`config.mk`:
```
export PLATFORM = sky130hd
export DESIGN_NAME = bst_ctrl
export DESIGN_NICKNAME = d
export VERILOG_FILES = /design/src/sv/bst_pkg.sv /design/src/sv/bst_ctrl.sv
export VERILOG_INCLUDE_DIRS = /design/src /design/src/sv
export SDC_FILE = /design/constraint.sdc
export NUM_CORES = 1
export LEC_CHECK = 0
export ABC_AREA = 1
export BUFFER_PORTS_ARGS = -buffer_cell sky130_fd_sc_hd__buf_2
export CAP_MARGIN = 20
export CORE_MARGIN = 8
export CORE_UTILIZATION = 55
export DETAILED_ROUTE_END_ITERATION = 7
export PLACE_DENSITY = 0.77
export SETUP_SLACK_MARGIN = 0.1
export SLEW_MARGIN = 20
export SYNTH_ARGS = -nofsm -noshare
export SYNTH_HDL_FRONTEND = slang
export SYNTH_SLANG_ARGS = --single-unit
```
`constraint.sdc`:
```
create_clock -name clk -period 4.44 [get_ports clk]
set_clock_uncertainty 0.1 [all_clocks]
set_input_delay 0.444 -clock clk [delete_from_list [all_inputs] [get_ports clk]]
set_output_delay 0.444 -clock clk [all_outputs]
set_load 0.1 [all_outputs]
```
`src/sv/binary_search_table_macros.svh`:
```
//==============================================================================
// Binary search table assertion macros
// Shared concurrent assertion forms for the binary search table block.
//==============================================================================
`ifndef BINARY_SEARCH_TABLE_MACROS_SVH
`define BINARY_SEARCH_TABLE_MACROS_SVH

`ifndef ASSERT_OFF

// Checks a property on every rising clock edge outside reset.
`define BST_ASSERT(lbl, clk, rst_n, prop) \
    lbl: assert property (@(posedge clk) disable iff (!rst_n) (prop)) \
        else $error("binary search table assertion failed");

// Checks that a condition implies a consequence in the same cycle.
`define BST_ASSERT_IMP(lbl, clk, rst_n, ante, cons) \
    lbl: assert property (@(posedge clk) disable iff (!rst_n) (ante) |-> (cons)) \
        else $error("binary search table implication failed");

`else

`define BST_ASSERT(lbl, clk, rst_n, prop)
`define BST_ASSERT_IMP(lbl, clk, rst_n, ante, cons)

`endif

`endif

```
`src/sv/bst_pkg.sv`:
```
//==============================================================================
// Binary search table package
// Operation codes, state encoding and default sizes for the block.
//==============================================================================
package bst_pkg;

    localparam int DEF_TABLE_DEPTH = 1024;
    localparam int DEF_DATA_WIDTH  = 32;
    localparam int VALUE_WIDTH     = 32;
    localparam int POS_WIDTH       = 10;

    typedef enum logic [1:0] {
        MODE_CLEAR  = 2'd0,
        MODE_APPEND = 2'd1,
        MODE_SEARCH = 2'd2,
        MODE_NOP    = 2'd3
    } mode_t;

    typedef enum logic [1:0] {
        ST_IDLE,
        ST_PROBE,
        ST_CMP
    } state_t;

endpackage

```
`src/sv/bst_ctrl.sv`:
```
//==============================================================================
// Binary search table controller
// Decodes commands, keeps the entry count and runs the halving search over
// the entry memory, each probe a read state followed by a compare state.
//==============================================================================
`include "binary_search_table_macros.svh"

module bst_ctrl #(
    parameter int TABLE_DEPTH = bst_pkg::DEF_TABLE_DEPTH,
    parameter int DATA_WIDTH  = bst_pkg::DEF_DATA_WIDTH,
    localparam int AW         = (TABLE_DEPTH > 1) ? $clog2(TABLE_DEPTH) : 1,
    localparam int CW         = $clog2(TABLE_DEPTH + 1)
) (
    input  logic                                 clk,
    input  logic                                 rst_n,
    input  logic                                 start,
    output logic                                 busy,
    input  logic [1:0]                           mode,
    input  logic signed [bst_pkg::VALUE_WIDTH-1:0] value,
    output logic                                 done,
    output logic                                 found,
    output logic [bst_pkg::POS_WIDTH-1:0]        position,
    output logic                                 status,
    output logic                                 wr_en,
    output logic [AW-1:0]                        wr_addr,
    output logic [DATA_WIDTH-1:0]                wr_data,
    output logic                                 rd_en,
    output logic [AW-1:0]                        rd_addr,
    input  logic [DATA_WIDTH-1:0]                rd_data
);

    bst_pkg::state_t state_reg, state_next;
    logic [CW-1:0]         count_reg, count_next;
    logic [CW-1:0]         lo_reg, lo_next;
    logic [CW-1:0]         hi_reg, hi_next;
    logic [AW-1:0]         mid_reg, mid_next;
    logic [DATA_WIDTH-1:0] key_reg, key_next;
    logic                  done_reg, done_next;
    logic                  found_reg, found_next;
    logic [bst_pkg::POS_WIDTH-1:0] position_reg, position_next;
    logic                  status_reg, status_next;

    logic                  accept;
    logic                  full;
    logic [63:0]           value_ext;
    logic [DATA_WIDTH-1:0] word;
    logic [CW:0]           range_sum;
    logic [AW-1:0]         mid;
    logic [CW-1:0]         mid_wide;
    logic                  key_less;

    assign accept    = start && !busy;
    assign full      = (count_reg == CW'(TABLE_DEPTH));
    assign value_ext = {{(64 - bst_pkg::VALUE_WIDTH){value[bst_pkg::VALUE_WIDTH-1]}}, value};
    assign word      = value_ext[DATA_WIDTH-1:0];
    assign range_sum = (CW + 1)'(lo_reg) + (CW + 1)'(hi_reg);
    assign mid       = AW'(range_sum >> 1);
    assign mid_wide  = CW'(mid_reg);
    assign key_less  = $signed(key_reg) < $signed(rd_data);

    always_comb
    begin
        state_next    = state_reg;
        count_next    = count_reg;
        lo_next       = lo_reg;
        hi_next       = hi_reg;
        mid_next      = mid_reg;
        key_next      = key_reg;
        done_next     = 1'b0;
        found_next    = 1'b0;
        position_next = '0;
        status_next   = 1'b0;
        wr_en         = 1'b0;
        wr_addr       = AW'(count_reg);
        wr_data       = word;
        rd_en         = 1'b0;
        rd_addr       = mid;

        unique case (state_reg)
            bst_pkg::ST_IDLE:
            begin
                if (accept)
                begin
                    unique case (mode)
                        bst_pkg::MODE_CLEAR:
                        begin
                            count_next = '0;
                            done_next  = 1'b1;
                        end
                        bst_pkg::MODE_APPEND:
                        begin
                            done_next = 1'b1;
                            if (full)
                            begin
                                status_next = 1'b1;
                            end
                            else
                            begin
                                wr_en         = 1'b1;
                                position_next = bst_pkg::POS_WIDTH'(count_reg);
                                count_next    = count_reg + 1'b1;
                            end
                        end
                        bst_pkg::MODE_SEARCH:
                        begin
                            if (count_reg == '0)
                            begin
                                done_next = 1'b1;
                            end
                            else
                            begin
                                lo_next    = '0;
                                hi_next    = count_reg - 1'b1;
                                key_next   = word;
                                state_next = bst_pkg::ST_PROBE;
                            end
                        end
                        default:
                        begin
                            done_next = 1'b1;
                        end
                    endcase
                end
            end
            bst_pkg::ST_PROBE:
            begin
                rd_en      = 1'b1;
                mid_next   = mid;
                state_next = bst_pkg::ST_CMP;
            end
            bst_pkg::ST_CMP:
            begin
                if (rd_data == key_reg)
                begin
                    done_next     = 1'b1;
                    found_next    = 1'b1;
                    position_next = bst_pkg::POS_WIDTH'(mid_reg);
                    state_next    = bst_pkg::ST_IDLE;
                end
                else if (key_less)
                begin
                    if ((mid_reg == '0) || (lo_reg > mid_wide - 1'b1))
                    begin
                        done_next  = 1'b1;
                        state_next = bst_pkg::ST_IDLE;
                    end
                    else
                    begin
                        hi_next    = mid_wide - 1'b1;
                        state_next = bst_pkg::ST_PROBE;
                    end
                end
                else
                begin
                    if (mid_wide + 1'b1 > hi_reg)
                    begin
                        done_next  = 1'b1;
                        state_next = bst_pkg::ST_IDLE;
                    end
                    else
                    begin
                        lo_next    = mid_wide + 1'b1;
                        state_next = bst_pkg::ST_PROBE;
                    end
                end
            end
            default:
            begin
                state_next = bst_pkg::ST_IDLE;
            end
        endcase
    end

    always_ff @(posedge clk or negedge rst_n)
    begin
        if (!rst_n)
        begin
            state_reg <= bst_pkg::ST_IDLE;
            count_reg <= '0;
            done_reg  <= 1'b0;
        end
        else
        begin
            state_reg <= state_next;
            count_reg <= count_next;
            done_reg  <= done_next;
        end
    end

    always_ff @(posedge clk)
    begin
        lo_reg       <= lo_next;
        hi_reg       <= hi_next;
        mid_reg      <= mid_next;
        key_reg      <= key_next;
        found_reg    <= found_next;
        position_reg <= position_next;
        status_reg   <= status_next;
    end

    assign busy     = (state_reg != bst_pkg::ST_IDLE);
    assign done     = done_reg;
    assign found    = found_reg;
    assign position = position_reg;
    assign status   = status_reg;

    // The entry count never runs past the table depth.
    `BST_ASSERT(a_count_bounded, clk, rst_n, count_reg <= CW'(TABLE_DEPTH))
    // A search only runs on a non-empty table, inside the filled range.
    `BST_ASSERT_IMP(a_search_in_range, clk, rst_n, busy, (count_reg != '0) && (hi_reg < count_reg))
    // Each probe is issued only while the range is not empty.
    `BST_ASSERT_IMP(a_probe_range, clk, rst_n, state_reg == bst_pkg::ST_PROBE, lo_reg <= hi_reg)
    // A result never shows while a search is still running.
    `BST_ASSERT_IMP(a_done_idle, clk, rst_n, done_reg, state_reg == bst_pkg::ST_IDLE)
    // An append to a table with room gives a result and grows the count by one.
    `BST_ASSERT(a_append_grows, clk, rst_n, (accept && (mode == bst_pkg::MODE_APPEND) && !full) |=> (done_reg && !status_reg && (count_reg == $past(count_reg) + 1'b1)))

endmodule

```
==> impl_metrics.csv <==
group,metric,value,unit
global_routing,antenna_found_initial,0,
synth,yosys.area_share.adder,0.1428,
setup_path,cpPeakStageDelay,0.70,ns
die,pin_count,137,
cells_and_area,nFillCells,924,
worst_hold_path,hold_start,"value[25]",
cells_and_area,multi_input_area,0.002660,mm²
setup_path,crit_path_top_delay_cell,"nor2_1",
synth,synth-simple-area-share,0.1700,
timing,hold_viol,0,
setup_path,crit_chain,"inv_1 > ha_1 > nand4_1 > nor2_1 > nand3_1 > ha_1 > a21oi_1 > o21a_1 > nand3_1 > nand2_1 > nand2_1 > nor2_1 > nor2_1 > nor2_1",
global_routing,grt_overflow,0,
timing,maxSlewHeadroom,0.3876,
timing,setup_tns,0,ns
routing,drc,0,
synth,postSynthCellCount,696,
routing,vias,4934,
timing,rsz0062_at_grt,"false",
synth,synth_top_family_by_area,"simple AND/OR/NAND/NOR gates",
synth,synth-compound-area-share,0.08803,
place,gp_congestion,0.9029,
synth,synth-xor-area-share,0.03788,
clock_network,cts_buffer_depth,2,
setup_path,startpoint,"mid_reg[0]$_DFFE_PP_",
timing,period_share,0.8037,
setup_path,r2r-start,"mid_reg[0]$_DFFE_PP_",
cells_and_area,largest_register_ffs,32,
routing,totalWireLength,14690,µm
synth,synth.distinct_cells,40,
setup_path,path_max_fanout,11,
cells_and_area,area.sequential,0.002512,mm²
routing,wl_met1,6168,µm
synth,yosysWarningCount,0,
die,die_w,120.6,µm
synth,ys_seq_elements,90,
routing,dr.first_iter.drc_count,307,
worst_hold_path,hold_class,"in -> reg",
place,dp_hpwl,11920,µm
synth,synth_nets,833,
die,die_h,120.6,µm
routing,dr_wl_met3,1104,µm
setup_path,required,4.34,ns
run_status,status,"finished clean",
setup_path,crit_path_start_kind,"flip-flop",
setup_path,cp_top_family,"simple AND/OR/NAND/NOR gates",
global_routing,grt_pass1_vias,4880,
clock_network,clock_latency,0.37,ns
synth,seq_area_frac_synth,0.4179,
routing,dr.pass1.iters,5,
routing,met2_length,7165,µm
cells_and_area,diodes,0,
die,die_area,0.01453,mm²
routing,ant_nets,0,
clock_network,post_cts_resized,0,
flow_run,cap_violations,0,
setup_path,crit_top_cell,"nor2_1",
clock_network,clkSlewWorstSetupHoldPaths,0.10,ns
timing,period_minus_slack,3.568,ns
die,core_area,0.01075,mm²
synth,synthMuxAreaShare,0.003330,
die,start_util,0.5595,
timing,setup_viol,0,
timing,tightestPinTransition,0.9152,ns
cells_and_area,syn_to_final_growth,12.74,%
timing,fmax,280.3,MHz
clock_network,cts_setup_buffers,0,
cells_and_area,nNetsFinal,938,
setup_path,worstSetupPathType,"reg -> reg",
timing,finalMaxSlewViolations,0,
setup_path,worst_ep_arrival_time,3.46,ns
cells_and_area,layout-drive-gt1-share,0.2159,
clock_network,cts-root-buf,"clkbuf_8",
synth,syn-cell-area,0.006012,mm²
synth,avgSynthCellArea,8.638,µm²
die,fp-row-count,38,
routing,drt-vias-per-instance,5.216,
global_routing,grt_util_all_layers,0.2007,
clock_network,cts.htree.levels,3,
routing,top_layer,"met4",
global_routing,grt_pass1_wl,23020,µm
clock_network,cts_sinks,90,
clock_network,cts_tree,"yes",
place,numPortBuffers,136,
setup_path,path_buf_inv,1,
clock_network,numCtsBuffers,9,
setup_path,end_kind,"flip-flop",
global_routing,grt_max_degree,33,
routing,routedWlPerCell,15.52,µm
## per-stage QoR
stage	utilization	cell area [µm²]	hold WS (ns)	std cells	setup WS, ns
floorplan	-	6012	0.04841	696	0.8448
global placement	0.6103	6558	0.2581	929	0.9812
detailed placement	0.6103	6558	0.2629	929	0.8635
CTS	0.6308	6778	0.1375	946	0.8317
global route	0.6308	6778	0.1397	946	0.5037
finish	0.6308	6778	0.1499	946	0.8718
## what timing repair did
item / 4_1_cts / 5_1_grt
hold buffers: 1 / 0
endpoints found under the hold margin: 14 / 0
endpoints found under the setup margin: 0 / 0
## worst register-to-register path: cells and delay by family, from the launching register on
kind / cells / cell delay, ns
AO/OA/AOI/OAI: 2 / 0.30
flip-flops: 1 / 0.49
buffers and inverters: 1 / 0.19
AND/OR/NAND/NOR: 9 / 1.57
adder cells (fa/ha/maj): 2 / 0.54
## worst paths after layout
check,to,slack [ns],cells after the start
worst max-delay path,hi_reg[2]$_DFFE_PP_,0.87,14
worst min-delay path,key_reg[25]$_DFFE_PP_,0.15,1
worst max register to register,hi_reg[2]$_DFFE_PP_,0.87,14
worst min register to register,state_reg[1]$_DFFE_PN0P_,0.41,1
max in group asynchronous,state_reg[0]$_DFFE_PN0P_,3.59,2
min in group asynchronous,count_reg[2]$_DFFE_PN0P_,0.40,2
## layer usage
metal  up-vias  GRT usage
li1       2457          -
met1      2286     0.2490
met2       171     0.3421
met3        20    0.03636
met4         0    0.07338
met5         -          0
## cell families after synthesis
| group | Yosys count |
|---|---|
| AO/OA/AOI/OAI | 91 |
| flip-flops | 90 |
| AND/OR/NAND/NOR | 239 |
| buffers and inverters | 180 |
| XOR/XNOR | 26 |
| multiplexers | 2 |
| adder cells (fa/ha/maj) | 68 |
## placed cells by master (no fill, tap or decap), types with 2 or more instances in the layout
master       n
o21a_1       2
inv_2        7
nand3_2      2
nor2_1      66
o2111ai_1    2
a21oi_1     37
mux2i_1      2
inv_4        2
a21o_1       4
nand3_1     22
o31ai_1      5
nand2_1    114
buf_2      136
ha_1        67
edfxtp_1    64
nand2_2      2
nor3_1      12
o21ai_0     23
clkbuf_8     9
nor4_1       6
xnor2_1      4
dfrtp_1     14
buf_4        4
nor2_2       3
o22ai_1      8
dfxtp_1     12
nand4_1     10
xor2_1      22
inv_1      125
clkbuf_16    2
a31oi_1      4
## area by class of cell
type                            count  area share
Timing Repair Buffer              141      0.1063
Multi-Input combinational cell    426      0.3925
Clock buffer                       12     0.02677
Inverter                          133     0.07366
Sequential cell                    90      0.3707
Tap cell                          140     0.02584
Clock inverter                      4    0.004246
## cell usage after synthesis
| master | number | share of area |
|---|---|---|
| inv_1 | 125 | 0.078 |
| nand2_1 | 114 | 0.071 |
| ha_1 | 67 | 0.14 |
| nor2_1 | 67 | 0.042 |
| edfxtp_1 | 64 | 0.32 |
| buf_4 | 42 | 0.052 |
| a21oi_1 | 37 | 0.031 |
| o21ai_0 | 23 | 0.019 |
| nand3_1 | 22 | 0.018 |
| xor2_1 | 22 | 0.032 |
| dfrtp_1 | 14 | 0.058 |
| dfxtp_1 | 12 | 0.040 |
| nor3_1 | 12 | 0.010 |
| nand4_1 | 10 | 0.010 |
| o22ai_1 | 8 | 0.0083 |
| inv_2 | 7 | 0.0044 |
| nor4_1 | 6 | 0.0062 |
| o31ai_1 | 5 | 0.0062 |
| a21o_1 | 4 | 0.0050 |
| a31oi_1 | 4 | 0.0042 |
| xnor2_1 | 4 | 0.0058 |
| clkbuf_1 | 3 | 0.0019 |
| mux2i_1 | 2 | 0.0033 |
| nand2_2 | 2 | 0.0021 |
| nand3_2 | 2 | 0.0033 |
| nor2_2 | 2 | 0.0021 |
| o2111ai_1 | 2 | 0.0029 |
| o21a_1 | 2 | 0.0025 |
| a21oi_2 | 1 | 0.0015 |
| a22oi_1 | 1 | 0.0012 |
| a32oi_1 | 1 | 0.0015 |
| buf_2 | 1 | 0.00083 |
| buf_6 | 1 | 0.0019 |
| clkinv_1 | 1 | 0.00062 |
| fa_1 | 1 | 0.0033 |
| nor2_4 | 1 | 0.0019 |
| nor3_4 | 1 | 0.0027 |
| o21ai_1 | 1 | 0.00083 |
| o21ai_4 | 1 | 0.0027 |
| o21bai_1 | 1 | 0.0012 |
Power is not shown: default switching activity piles up to over one toggle a cycle in this logic, so the estimate is an artifact.
